## src/hhst_pkg.sv

```systemverilog
// Shared types, codes and token functions of the HTTP header stream tokenizer.
// Used by hhst_step, hhst_outq and the top level; depends on nothing.
`default_nettype none
package hhst_pkg;

  // Width of the saturating byte counters.
  localparam int CountBits = 16;
  localparam int MaxRes    = 8;

  // Parser phases.
  localparam logic [3:0] PH_PREFIX    = 4'd0;
  localparam logic [3:0] PH_R_METHOD  = 4'd1;
  localparam logic [3:0] PH_R_URI     = 4'd2;
  localparam logic [3:0] PH_R_VERPRE  = 4'd3;
  localparam logic [3:0] PH_R_VERSION = 4'd4;
  localparam logic [3:0] PH_R_REST    = 4'd5;
  localparam logic [3:0] PH_P_VERSION = 4'd6;
  localparam logic [3:0] PH_P_CODE    = 4'd7;
  localparam logic [3:0] PH_P_REASON  = 4'd8;
  localparam logic [3:0] PH_H_NAME    = 4'd9;
  localparam logic [3:0] PH_H_VALUE   = 4'd10;
  localparam logic [3:0] PH_DONE      = 4'd11;
  localparam logic [3:0] PH_FAILED    = 4'd12;

  // Result kinds.
  localparam logic [2:0] K_METHOD  = 3'd0;
  localparam logic [2:0] K_URI     = 3'd1;
  localparam logic [2:0] K_VERSION = 3'd2;
  localparam logic [2:0] K_NAME    = 3'd3;
  localparam logic [2:0] K_VALUE   = 3'd4;
  localparam logic [2:0] K_COMMIT  = 3'd5;
  localparam logic [2:0] K_DROP    = 3'd6;
  localparam logic [2:0] K_SUMMARY = 3'd7;

  // Summary status codes.
  localparam logic [1:0] ST_OK        = 2'd0;
  localparam logic [1:0] ST_NO_DATA   = 2'd1;
  localparam logic [1:0] ST_MALFORMED = 2'd2;

  // Line flag bits.
  localparam logic [2:0] FL_BYTES    = 3'b001;
  localparam logic [2:0] FL_VALSTART = 3'b010;
  localparam logic [2:0] FL_REQUEST  = 3'b100;

  localparam logic [7:0] CH_CR    = 8'h0D;
  localparam logic [7:0] CH_LF    = 8'h0A;
  localparam logic [7:0] CH_SPACE = 8'h20;
  localparam logic [7:0] CH_COLON = 8'h3A;
  localparam logic [7:0] CH_ZERO  = 8'h30;
  localparam logic [7:0] CH_NINE  = 8'h39;

  typedef struct packed {
    logic [3:0]           phase;
    logic [3:0][7:0]      pbytes;
    logic [2:0]           pcnt;
    logic                 held_cr;
    logic [15:0]          code;
    logic [CountBits-1:0] bcnt;
    logic [CountBits-1:0] ccnt;
    logic [2:0]           flags;
    logic                 err;
  } st_t;

  typedef struct packed {
    logic [2:0] kind;
    logic [7:0] data;
  } tok_t;

  typedef struct packed {
    tok_t [MaxRes-1:0] tok;
    logic [3:0]        n;
  } res_t;

  typedef struct packed {
    logic [1:0]  status;
    logic        is_req;
    logic [15:0] code;
    logic [15:0] consumed;
  } sum_t;

  typedef struct packed {
    st_t  s;
    res_t r;
  } ctx_t;

  localparam st_t StReset = '0;

  // Byte of the "HTTP/" tag at a given position.
  function automatic logic [7:0] tag_byte(logic [2:0] pos);
    logic [7:0] b;
    case (pos)
      3'd0:    b = 8'h48;
      3'd1:    b = 8'h54;
      3'd2:    b = 8'h54;
      3'd3:    b = 8'h50;
      3'd4:    b = 8'h2F;
      default: b = 8'h00;
    endcase
    return b;
  endfunction

  // Append one token when there is room.
  function automatic res_t put(res_t r, logic [2:0] kind, logic [7:0] b);
    res_t o;
    o = r;
    if (r.n < 4'(MaxRes)) begin
      o.tok[r.n[2:0]] = '{kind: kind, data: b};
      o.n = r.n + 4'd1;
    end
    return o;
  endfunction

  // Process one message byte that is not part of a CRLF.
  function automatic ctx_t feed(ctx_t x_in, logic [7:0] c);
    ctx_t x;
    logic [7:0] t;
    x = x_in;
    t = tag_byte(x.s.pcnt);
    case (x.s.phase)
      PH_PREFIX: begin
        if (x.s.pcnt < 3'd5 && c == t) begin
          if (x.s.pcnt >= 3'd4) begin
            x.s.pcnt = 3'd0;
            x.s.phase = PH_P_VERSION;
          end else begin
            x.s.pbytes[x.s.pcnt[1:0]] = c;
            x.s.pcnt = x.s.pcnt + 3'd1;
          end
        end else begin
          // Not a response: flush the held prefix as method bytes.
          x.s.flags = x.s.flags | FL_REQUEST;
          for (int i = 0; i < 4; i++) begin
            if (3'(i) < x.s.pcnt) x.r = put(x.r, K_METHOD, x.s.pbytes[i]);
          end
          x.s.pcnt = 3'd0;
          if (c == CH_SPACE) x.s.phase = PH_R_URI;
          else begin
            x.s.phase = PH_R_METHOD;
            x.r = put(x.r, K_METHOD, c);
          end
        end
      end
      PH_R_METHOD: begin
        if (c == CH_SPACE) x.s.phase = PH_R_URI;
        else x.r = put(x.r, K_METHOD, c);
      end
      PH_R_URI: begin
        if (c == CH_SPACE) begin
          x.s.phase = PH_R_VERPRE;
          x.s.pcnt = 3'd0;
        end else x.r = put(x.r, K_URI, c);
      end
      PH_R_VERPRE: begin
        if (x.s.pcnt < 3'd5 && c == t) begin
          if (x.s.pcnt >= 3'd4) begin
            x.s.pcnt = 3'd0;
            x.s.phase = PH_R_VERSION;
          end else x.s.pcnt = x.s.pcnt + 3'd1;
        end else begin
          x.s.pcnt = 3'd0;
          x.s.phase = PH_R_REST;
        end
      end
      PH_R_VERSION: x.r = put(x.r, K_VERSION, c);
      PH_P_VERSION: begin
        if (c == CH_SPACE) begin
          x.s.phase = PH_P_CODE;
          x.s.code = 16'd0;
        end else x.r = put(x.r, K_VERSION, c);
      end
      PH_P_CODE: begin
        if (c == CH_SPACE) x.s.phase = PH_P_REASON;
        else if (c >= CH_ZERO && c <= CH_NINE)
          x.s.code = 16'(x.s.code * 16'd10) + {8'd0, c - CH_ZERO};
        else x.s.err = 1'b1;
      end
      PH_H_NAME: begin
        x.s.flags = x.s.flags | FL_BYTES;
        if (c == CH_COLON) x.s.phase = PH_H_VALUE;
        else x.r = put(x.r, K_NAME, c);
      end
      PH_H_VALUE: begin
        x.s.flags = x.s.flags | FL_BYTES;
        if ((x.s.flags & FL_VALSTART) != 3'd0 || c != CH_SPACE) begin
          x.s.flags = x.s.flags | FL_VALSTART;
          x.r = put(x.r, K_VALUE, c);
        end
      end
      default: ;
    endcase
    return x;
  endfunction

  // Handle a complete CRLF.
  function automatic ctx_t line_end(ctx_t x_in);
    ctx_t x;
    x = x_in;
    x.s.ccnt = x.s.bcnt;
    case (x.s.phase)
      PH_R_VERPRE, PH_R_VERSION, PH_R_REST, PH_P_CODE, PH_P_REASON: begin
        if (x.s.err) begin
          x.r = put(x.r, K_DROP, 8'd0);
          x.s.phase = PH_FAILED;
        end else begin
          x.r = put(x.r, K_COMMIT, 8'd0);
          x.s.flags = x.s.flags & FL_REQUEST;
          x.s.phase = PH_H_NAME;
        end
      end
      PH_H_NAME: begin
        if ((x.s.flags & FL_BYTES) == 3'd0) x.s.phase = PH_DONE;
        else begin
          x.r = put(x.r, K_DROP, 8'd0);
          x.s.flags = x.s.flags & FL_REQUEST;
          x.s.phase = PH_H_NAME;
        end
      end
      PH_H_VALUE: begin
        x.r = put(x.r, K_COMMIT, 8'd0);
        x.s.flags = x.s.flags & FL_REQUEST;
        x.s.phase = PH_H_NAME;
      end
      PH_DONE, PH_FAILED: ;
      default: begin
        x.r = put(x.r, K_DROP, 8'd0);
        x.s.phase = PH_FAILED;
      end
    endcase
    return x;
  endfunction

endpackage
`default_nettype wire

```

## src/hhst_step.sv

```systemverilog
// Next-state and token logic for one input transaction of the tokenizer.
// Purely combinational; uses hhst_pkg.
`default_nettype none
module hhst_step
  import hhst_pkg::*;
(
  input  var st_t        st_i,
  input  var logic [7:0] byte_i,
  input  var logic       has_i,
  input  var logic       last_i,
  output st_t            st_o,
  output res_t           res_o,
  output sum_t           sum_o
);

  ctx_t        x;
  logic        hdr;
  logic [31:0] cwide;

  always_comb begin
    x.s = st_i;
    x.r = '0;
    sum_o = '0;
    cwide = '0;
    hdr = 1'b0;

    // Byte handling, with a CR held until the next byte is seen.
    if (has_i && x.s.phase != PH_DONE && x.s.phase != PH_FAILED) begin
      if (x.s.bcnt != '1) x.s.bcnt = x.s.bcnt + CountBits'(1);
      if (x.s.held_cr) begin
        x.s.held_cr = 1'b0;
        if (byte_i == CH_LF) x = line_end(x);
        else begin
          x = feed(x, CH_CR);
          if (byte_i == CH_CR) x.s.held_cr = 1'b1;
          else x = feed(x, byte_i);
        end
      end else if (byte_i == CH_CR) begin
        x.s.held_cr = 1'b1;
      end else begin
        x = feed(x, byte_i);
      end
    end

    // End of message: optional drop mark, summary, and return to reset.
    if (last_i) begin
      hdr = (x.s.phase == PH_H_NAME) || (x.s.phase == PH_H_VALUE);
      if (hdr && (((x.s.flags & FL_BYTES) != 3'd0) || x.s.held_cr))
        x.r = put(x.r, K_DROP, 8'd0);
      if (hdr || x.s.phase == PH_DONE) begin
        sum_o.status = ST_OK;
        sum_o.is_req = (x.s.flags & FL_REQUEST) != 3'd0;
        sum_o.code = sum_o.is_req ? 16'd0 : x.s.code;
        cwide = 32'(x.s.ccnt);
        sum_o.consumed = (cwide > 32'h0000_FFFF) ? 16'hFFFF : cwide[15:0];
      end else if (x.s.bcnt == '0 && x.s.phase == PH_PREFIX && x.s.pcnt == 3'd0
                   && !x.s.held_cr) begin
        sum_o.status = ST_NO_DATA;
      end else begin
        sum_o.status = ST_MALFORMED;
      end
      x.r = put(x.r, K_SUMMARY, 8'd0);
      x.s = StReset;
    end

    st_o = x.s;
    res_o = x.r;
  end

endmodule
`default_nettype wire

```

## src/hhst_outq.sv

```systemverilog
// Result register list: holds the tokens of one transaction and hands them out
// one per cycle while ready_i is high. Uses hhst_pkg.
`default_nettype none
module hhst_outq
  import hhst_pkg::*;
(
  input  var logic       clk_i,
  input  var logic       rst_ni,
  input  var logic       load_i,
  input  var res_t       res_i,
  input  var sum_t       sum_i,
  input  var logic       ready_i,
  output logic           free_o,
  output logic           valid_o,
  output logic [2:0]     kind_o,
  output logic [7:0]     byte_o,
  output sum_t           sum_o,
  output logic           last_o
);

  tok_t [MaxRes-1:0] list_q;
  logic [3:0]        cnt_q;
  sum_t              sum_q;
  logic              pop;

  assign valid_o = cnt_q != 4'd0;
  assign pop     = valid_o && ready_i;
  assign free_o  = (cnt_q == 4'd0) || (cnt_q == 4'd1 && ready_i);
  assign kind_o  = list_q[0].kind;
  assign byte_o  = list_q[0].data;
  assign last_o  = cnt_q == 4'd1;
  assign sum_o   = (list_q[0].kind == K_SUMMARY) ? sum_q : '0;

  // Entry count.
  always_ff @(posedge clk_i or negedge rst_ni) begin
    if (!rst_ni) begin
      cnt_q <= 4'd0;
    end else if (load_i) begin
      cnt_q <= res_i.n;
    end else if (pop) begin
      cnt_q <= cnt_q - 4'd1;
    end
  end

  // Token payload; a pop shifts the list down by one entry.
  always_ff @(posedge clk_i) begin
    if (load_i) begin
      list_q <= res_i.tok;
      sum_q  <= sum_i;
    end else if (pop) begin
      list_q <= {tok_t'('0), list_q[MaxRes-1:1]};
    end
  end

endmodule
`default_nettype wire

```

## src/http_header_stream_tokenizer_unit.sv

```systemverilog
// HTTP header stream tokenizer, top level: input register, parser state and
// result list. Depends on hhst_pkg, hhst_step and hhst_outq.
//
// One message byte enters per transaction and each transaction yields zero or
// more tagged tokens, delivered one per cycle while m_axis_tready_i is high.
// A byte can be accepted every cycle while transactions yield at most one
// result and the output is not stalled; one with more results (up to 7, on a
// prefix flush at the end of a message) holds the result list until they are
// delivered. Each byte passes the input register, then the result list. The
// summary arrives on the transaction with tlast set, after which the parser is
// back in its reset state.
`default_nettype none
module http_header_stream_tokenizer_unit
  import hhst_pkg::*;
(
  input  var logic        clk_i,
  input  var logic        rst_ni,
  input  var logic        s_axis_tvalid_i,
  output logic            s_axis_tready_o,
  input  var logic [7:0]  s_axis_tdata_i,  // in_byte
  input  var logic        s_axis_tuser_i,  // has_byte
  input  var logic        s_axis_tlast_i,  // end_of_data
  output logic            m_axis_tvalid_o,
  input  var logic        m_axis_tready_i,
  // out_byte[7:0], status[9:8], is_request[10], status_code[26:11],
  // consumed[42:27], zeros[47:43]
  output logic [47:0]     m_axis_tdata_o,
  output logic [2:0]      m_axis_tuser_o,  // kind
  output logic            m_axis_tlast_o   // last_of_run
);

  logic       in_valid_q;
  logic [7:0] in_byte_q;
  logic       in_has_q;
  logic       in_last_q;
  st_t        st_q;
  st_t        st_d;
  res_t       res;
  sum_t       sum;
  sum_t       sum_out;
  logic       free;
  logic       consume;
  logic [2:0] kind;
  logic [7:0] obyte;

  assign consume         = in_valid_q && free;
  assign s_axis_tready_o = !in_valid_q || free;

  // Input register.
  always_ff @(posedge clk_i or negedge rst_ni) begin
    if (!rst_ni) begin
      in_valid_q <= 1'b0;
    end else if (s_axis_tready_o) begin
      in_valid_q <= s_axis_tvalid_i;
    end
  end

  always_ff @(posedge clk_i) begin
    if (s_axis_tready_o && s_axis_tvalid_i) begin
      in_byte_q <= s_axis_tdata_i;
      in_has_q  <= s_axis_tuser_i;
      in_last_q <= s_axis_tlast_i;
    end
  end

  hhst_step u_step (
    .st_i   (st_q),
    .byte_i (in_byte_q),
    .has_i  (in_has_q),
    .last_i (in_last_q),
    .st_o   (st_d),
    .res_o  (res),
    .sum_o  (sum)
  );

  // Parser state.
  always_ff @(posedge clk_i or negedge rst_ni) begin
    if (!rst_ni) begin
      st_q <= StReset;
    end else if (consume) begin
      st_q <= st_d;
    end
  end

  hhst_outq u_outq (
    .clk_i   (clk_i),
    .rst_ni  (rst_ni),
    .load_i  (consume),
    .res_i   (res),
    .sum_i   (sum),
    .ready_i (m_axis_tready_i),
    .free_o  (free),
    .valid_o (m_axis_tvalid_o),
    .kind_o  (kind),
    .byte_o  (obyte),
    .sum_o   (sum_out),
    .last_o  (m_axis_tlast_o)
  );

  assign m_axis_tuser_o = kind;
  assign m_axis_tdata_o = {5'd0, sum_out.consumed, sum_out.code, sum_out.is_req,
                           sum_out.status, obyte};

endmodule
`default_nettype wire

```

## config.mk

```make
export PLATFORM = sky130hd
export DESIGN_NAME = http_header_stream_tokenizer_unit
export DESIGN_NICKNAME = d
export VERILOG_FILES = /design/src/hhst_pkg.sv /design/src/hhst_step.sv /design/src/hhst_outq.sv /design/src/http_header_stream_tokenizer_unit.sv
export SDC_FILE = /design/constraint.sdc
export NUM_CORES = 1
export LEC_CHECK = 0
export ABC_AREA = 0
export ABC_CLOCK_PERIOD_IN_PS = 5600
export BUFFER_PORTS_ARGS = -buffer_cell sky130_fd_sc_hd__buf_4
export CORE_MARGIN = 10
export CORE_UTILIZATION = 43
export DETAILED_ROUTE_END_ITERATION = 10
export PLACE_DENSITY_LB_ADDON = 0.08
export SLEW_MARGIN = 5
export SYNTH_ARGS = -nofsm -noshare
export SYNTH_HDL_FRONTEND = slang
export SYNTH_SLANG_ARGS = --single-unit
```

## constraint.sdc

```tcl
create_clock -name clk_i -period 5.6 [get_ports clk_i]
set_input_delay 0.56 -clock clk_i [delete_from_list [all_inputs] [get_ports clk_i]]
set_output_delay 0.56 -clock clk_i [all_outputs]
set_load 0.02 [all_outputs]
```

---- Word level (Yosys, flattened, before mapping) ----
Index checks and enable logic that the tools add are counted.
W data, S select, Z words.
word-level totals
  output and inout port bits .............. 54
  logic and storage cells ................. 544
  flip-flop bits (word level) ............. 230
  bits of input ports ..................... 14
cells by class
  bitwise logic cells ..................... 14
  multiply operators ...................... 1
  reduce and logical (&&, ||, !) cells .... 70
  equality and inequality tests ........... 54
  magnitude comparators ................... 63
  muxes and demuxes ....................... 283
  add/subtract/negate cells ............... 21
operators by type and width
  operator               number
  $mux W92               109
  $bwmux W88             17
  $pmux W92 S7           2
  $mux W184              4
  $pmux W92 S6           1
  $demux W11 S3          15
  $mux W32               12
  $mux W144              2
  $mux W88               2
  $mux W11               15
  $and A64 B64 Y64       2
  $not A64 Y64           2
  $mux W4                25
  $mux W8                12
  $mux W39               2
  $and A72 B72 Y72       1
  $not A72 Y72           1
  $bwmux W32             2
  $mux W16               4
  $pmux W16 S2           2
  $add A4 B1 Y4 const B  15
  $lt A3 B4 Y1 const B   15
  $lt A4 B4 Y1 const B   15
  $pmux W15 S4           1
  68 further kinds       228

---- Depth between registers and ports, before layout ----
  depth after elaboration ................. 144
  depth in mapped cells ................... 21

---- Cells and area by module ----
Synthesis repeated with hierarchy kept, for this count alone.
unflattened totals
  cell total of the unflattened synthesis .. 1869
  area, all modules ....................... 17504.3 um^2
modules (own cells, without submodules)
  module                             area an instance (um^2)  times used  cells each  sequential area each (um^2)
  hhst_step                          8032.7                   1           1350        0.0
  hhst_outq                          5315.1                   1           304         3793.6
  http_header_stream_tokenizer_unit  4156.5                   1           215         2627.5

---- Least setup slack after synthesis ----
No wires, ideal clock.
  kind .................................... register to register
  from .................................... reg st_q[53] (netlist bit)
  to ...................................... reg u_outq.list_q[34] (netlist bit) (data pin)
  clock period less this slack ............ 4.615 ns
  arrival time ............................ 4.359 ns
  path slack .............................. 0.985 ns
  setup time .............................. 0.257 ns
  data required time ...................... 5.343 ns
  cell stages (with the launch flop) ...... 21
  cells stage by stage .................... dfrtp_1 > buf_2 > inv_1 > clkbuf_1 > ha_1 > ha_1 > nor3b_1 > mux2i_1 > nor3b_1 > nand3_1 > a221oi_1 > a211o_1 > inv_2 > buf_2 > ha_1 > clkbuf_1 > nand2_1 > nor2_2 > a21oi_2 > buf_4 > a32o_1
on the way
  cells in the longest elaborated chain, start to end .. 96
  elaborated cells between the ends (all ways) .. 347
ends and longest elaborated chain
  what                                                                           RTL line                                 source
  from (decl)                                                                    http_header_stream_tokenizer_unit.sv:36  st_t st_q;
  from (signal assigned)                                                         http_header_stream_tokenizer_unit.sv:79  st_q <= StReset;
  from (signal assigned)                                                         http_header_stream_tokenizer_unit.sv:81  st_q <= st_d;
  $lt A1 B3 Y1                                                                   hhst_pkg.sv:133                          if (3'(i) < x.s.pcnt) x.r = put(x.r, K_METHOD, x.s.pbytes[i]);
  $mux W12                                                                       hhst_pkg.sv:133
  $mux W92                                                                       hhst_pkg.sv:121                          if (x.s.pcnt < 3'd5 && c == t) begin
  $mux W92                                                                       hhst_pkg.sv:119                          case (x.s.phase)
  $mux W92                                                                       hhst_step.sv:32                          if (byte_i == CH_LF) x = line_end(x);
  $mux W92                                                                       hhst_step.sv:30                          if (x.s.held_cr) begin
  $mux W92                                                                       hhst_step.sv:28                          if (has_i && x.s.phase != PH_DONE && x.s.phase != PH_FAILED) begin
  $add A4 B1 Y4 or $lt A4 B4 Y1 (tied branches)                                  hhst_pkg.sv:108, hhst_pkg.sv:106
  (+80 left out)                                                                 --
  $logic_and A1 B1 Y1 (implied by the code) or $and A72 B72 Y72 (tied branches)  --
  $mux W11 (implied by the code) or $mux W92 (tied branches)                     hhst_pkg.sv:107, hhst_pkg.sv:106
  $demux W11 S3 or $mux W92 (tied branches)                                      --
  $not A64 Y64 (no source line) or $mux W92 (tied branches)                      --
  $and A64 B64 Y64 (no source line)                                              --
  $mux W92                                                                       hhst_pkg.sv:106                          if (r.n < 4'(MaxRes)) begin
  $mux W184 *                                                                    hhst_step.sv:46                          if (last_i) begin
  $mux W88 *                                                                     hhst_outq.sv:47                          if (load_i) begin
  to (signal assigned)                                                           hhst_outq.sv:48                          list_q <= res_i.tok;
  to (signal assigned)                                                           hhst_outq.sv:51                          list_q <= {tok_t'('0), list_q[MaxRes-1:1]};
  to (decl)                                                                      hhst_outq.sv:21                          tok_t [MaxRes-1:0] list_q;
Every way passes the cells marked *; elsewhere a longest branch is shown, timed or not. The select of a mux whose other input is x is not followed.
A chain may end at the register's enable or synchronous reset.

---- Final worst setup path ----
  from .................................... reg st_q[54] (netlist bit)
  to ...................................... reg u_outq.list_q[41] (netlist bit) (data pin)
on the way
  cells in the longest elaborated chain, start to end .. 96
  elaborated cells between the ends (all ways) .. 333
ends and longest elaborated chain
  what                                                    RTL line
  $lt A1 B3 Y1                                            hhst_pkg.sv:133
  $mux W12                                                hhst_pkg.sv:133
  $mux W92                                                hhst_pkg.sv:121
  $mux W92                                                hhst_pkg.sv:119
  $mux W92                                                hhst_step.sv:32
  $mux W92                                                hhst_step.sv:30
  $mux W92                                                hhst_step.sv:28
  $add A4 B1 Y4 or $lt A4 B4 Y1 (tied branches)           hhst_pkg.sv:108, hhst_pkg.sv:106
  (+70 left out)                                          --
  $pmux W92 S7 or $mux W92 (tied branches)                hhst_pkg.sv:119, hhst_step.sv:28
  $mux W144 or $bwmux W88 (tied branches)                 hhst_step.sv:35, hhst_pkg.sv:107
  $mux W184 or $mux W92 (tied branches)                   hhst_step.sv:32, hhst_pkg.sv:106
  $mux W184 *                                             hhst_step.sv:30
  $mux W184 *                                             hhst_step.sv:28
  branches (longest 11 deep; another with $add A4 B1 Y4)  --
  $mux W184 *                                             hhst_step.sv:46
  $mux W88 *                                              hhst_outq.sv:47
Every way passes the cells marked *. The select of a mux whose other input is x is not followed.

==> results.py <==
metrics = {
    "critical_path": {
        "r2r_slack_ns": 0.66,
        "critPathCaptureType": "flop",
        "slowest_stage": "a21oi_2",
        "crit_top_cell": "ha_1",
        "path_cells": "buf_4 > inv_1 > ha_1 > ha_1 > nor3b_1 > mux2i_1 > nor3b_1 > nand3_1 > a221oi_1 > a211o_1 > inv_2 > ha_1 > xor2_4 > nor2_2 > a21oi_2 > a21oi_1",
        "start_kind": "flop",
        "cpPeakStageDelay_ns": 0.55,
        "reg2regPathDepth": 16,
        "worstPathArrival_ns": 5.23,
        "worst_ep_required_time_ns": 5.89,
        "critPathTopFamily": "compound AO/OA/AOI/OAI gates",
        "cp_max_fo": 16,
        "cp.buffers_inverters": 3,
        "reg2reg_from": "st_q[54]",
        "r2r-end": "u_outq.list_q[41]",
        "crit_type": "reg2reg",
    },
    "global_route": {
        "grt_busiest_layer": "met2",
        "met3_usage_pct": 3.234,
        "grt_max_degree": 83,
        "grt_pass1_vias": 13740,
        "grtUsageMet1_pct": 33.38,
        "use_met2_pct": 40.10,
        "grtUsageTotal_pct": 25.05,
        "grt_overflow": 0,
        "grt_pass1_wl_um": 86780,
        "antenna_found_initial": 0,
    },
    "logic_synthesis": {
        "ys_seq_area_share_pct": 40.82,
        "synth_edf_count": 133,
        "synth_most_common_cell": "nor2_1",
        "synth-warning-count": 0,
        "yosysTopAreaCell": "edfxtp_1",
        "synth_top_area_share_pct": 25.39,
        "postSynthAreaPerCell_um2": 8.827,
        "async_flop_share_pct": 42.17,
        "synth_top_cells_by_count": "nor2_1 (188), nand2_1 (177), edfxtp_1 (133), o21ai_0 (133), a21oi_1 (124)",
        "ys.flop_type": "edfxtp_1",
        "ys_ff_latch": 230,
        "yosysUniqueCellTypes": 100,
        "synthTopCellsByArea": "edfxtp_1 (25%), dfrtp_1 (15%), nor2_1 (4.5%), o21ai_0 (4.2%), nand2_1 (4.2%)",
        "synthCells": 1782,
        "synthesis.area_um2": 15730,
    },
    "timing": {
        "slew_viol_final": 0,
        "hold_slack_ns": 0.02070,
        "grt_setup_unrepaired": "false",
        "fin_crit_sh_pct": 88.24,
        "finalHoldViolCount": 0,
        "fin_worst_skew_ns": 0.02066,
        "fmax_mhz": 202.4,
        "finalCriticalPeriod_ns": 4.941,
        "setup_viol": 0,
        "finalSetupTns_ns": 0,
        "slew_headroom_pct": 27.01,
        "tightest_slew_ns": 1.095,
    },
    "place": {
        "gp_congestion": 1.044,
        "io_buffer_count": 62,
        "hpwlAfterDp_um": 40970,
    },
    "floorplanning": {
        "die_area_um2": 44630,
        "die_h_um": 211.3,
        "start_util_pct": 43.90,
        "core_um2": 35830,
        "boundaryPins": 68,
        "die_width_um": 211.3,
        "row_count": 69,
    },
    "clocking": {
        "cts_repair_resize_count": 0,
        "clockBufferDepth": 3,
        "clk_pin_slew_ns": 0.07,
        "cts_root_buf": "clkbuf_16",
        "htreeDepth": 1,
        "cts_tree": "done",
        "ctsHoldBuffers": 0,
        "clk_latency_ns": 0.57,
        "cts_buffers": 28,
        "postCtsSetupBuffers": 0,
        "clkSinkCount": 230,
    },
    "run": {
        "drv_cap": 0,
    },
    "route": {
        "vias_per_cell": 6.367,
        "wl_um": 57180,
        "drt_pre_antenna_iters": 7,
        "wl_per_cell_um": 25.19,
        "vias": 14450,
        "drt-initial-drc-count": 1452,
        "postRouteAntennaNets": 0,
        "drcViolationCount": 0,
    },
    "power": {
        "internal_power_mw": 5.789,
        "leakage_nw": 6.809,
        "vdd_drop_max_mv": 0.4020,
        "swShare_pct": 48.56,
        "pwr-share-seq_pct": 24.8,
        "pwr-share-comb_pct": 59.0,
        "power.switching_mw": 5.464,
        "pwr-share-clk_pct": 16.2,
        "pwr_density_cell_nw_per_um2": 643.4,
    },
    "finish": {
        "drive_above_1_share_pct": 11.22,
        "areaGrowthSynthToFinish_pct": 11.18,
        "fin_nets": 1855,
        "diodes": 0,
    },
    "min_path": {
        "hold_class": "in2async",
    },
    "status": {
        "outcome": "complete, no violations",
    },
}
-- metal layers --
metal,share of wire (%),up-vias
li1,-,6651
met1,43,7108
met2,46,571
met3,6.3,122
met4,4.4,0
met5,0,-
-- per-stage QoR --
stage / util (%) / setup slack, ns / power [mW] / instances / instance area (um^2)
finish: 48.81 / 0.6586 / 11.25 / 2270 / 17490
global route: 48.81 / 0.1816 / 11.97 / 2270 / 17490
CTS: 48.81 / 0.7216 / 11.17 / 2270 / 17490
detailed placement: 46.25 / 0.7845 / 9.306 / 2219 / 16570
global placement: 46.25 / 0.8668 / 9.313 / 2219 / 16570
floorplan: - / 0.9846 / 7.351 / 1786 / 15750
-- cells in the final DEF, fill, tap and decap left out, drive strengths merged, types with 23 or more instances in the layout --
cell	instances
a211oi	28
a21oi	127
a22o	37
a22oi	42
a31oi	25
a32o	23
and2	43
buf	119
clkbuf	34
dfrtp	97
edfxtp	133
ha	51
inv	39
nand2	177
nand3	63
nor2	191
nor2b	31
nor3	51
o21ai	141
o22ai	34
xnor2	32
-- flip-flops by register name, summed over array words and instances (netlist names) --
name and cells:
u_outq.sum_q 35, in_last_q 1, u_outq.byte_o 8, st_q 92
in_valid_q 1, in_has_q 1, in_byte_q 8, u_outq.list_q 77
u_outq.kind_o 3, u_outq.cnt_q 4
-- worst max-delay path by stage --
stage,startpoint,endpoint,slack [ns],cells past startpoint
after floorplan,st_q[53],u_outq.list_q[34],0.98,20
after global routing,st_q[54],u_outq.list_q[41],0.18,16
final,st_q[54],u_outq.list_q[41],0.66,16
after detailed placement,st_q[54],u_outq.list_q[41],0.78,16
after global placement,st_q[90],u_outq.cnt_q[2],0.87,13
after CTS,st_q[54],u_outq.list_q[41],0.72,16
-- power by group through the flow --
stage / registers [mW] / clock network (mW) / logic [mW]
floorplan: 2.60 / 0 / 4.75
global route: 2.83 / 1.94 / 7.21
CTS: 2.77 / 1.86 / 6.54
detailed placement: 2.80 / 0 / 6.51
global placement: 2.80 / 0 / 6.51
finish: 2.79 / 1.83 / 6.64
-- worst reg2reg max path, stage by stage (launching register included) --
cell and delay, ns:
dfrtp_1 0.36, buf_4 0.19, inv_1 0.21, ha_1 0.28, ha_1 0.27, nor3b_1 0.18
mux2i_1 0.13, nor3b_1 0.33, nand3_1 0.37, a221oi_1 0.47, a211o_1 0.33, inv_2 0.07
ha_1 0.29, xor2_4 0.34, nor2_2 0.13, a21oi_2 0.56, a21oi_1 0.17
-- logic make-up (layout without fill, tap and decap cells) --
logic type,count (synthesis),after routing,synth area share (%)
AO/OA/AOI/OAI,593,593,25.68
XOR/XNOR,47,47,2.856
adder cells (fa/ha/maj),53,53,4.311
buffers and inverters,189,212,5.178
flip-flops,230,230,40.82
multiplexers,18,18,1.177
other,1,5,0.02384
AND/OR/NAND/NOR,651,651,19.96
-- layout make-up --
class	instances	area (um^2)
clock buffer	34	744.5
tap	461	576.8
sequential	230	6421
timing repair buffer	119	893.4
clock inverter	17	173.9
multi-input combinational	1367	8521
fill	3433	18340
inverter	42	158.9
No activity file was read; power rests on OpenSTA's default activity.
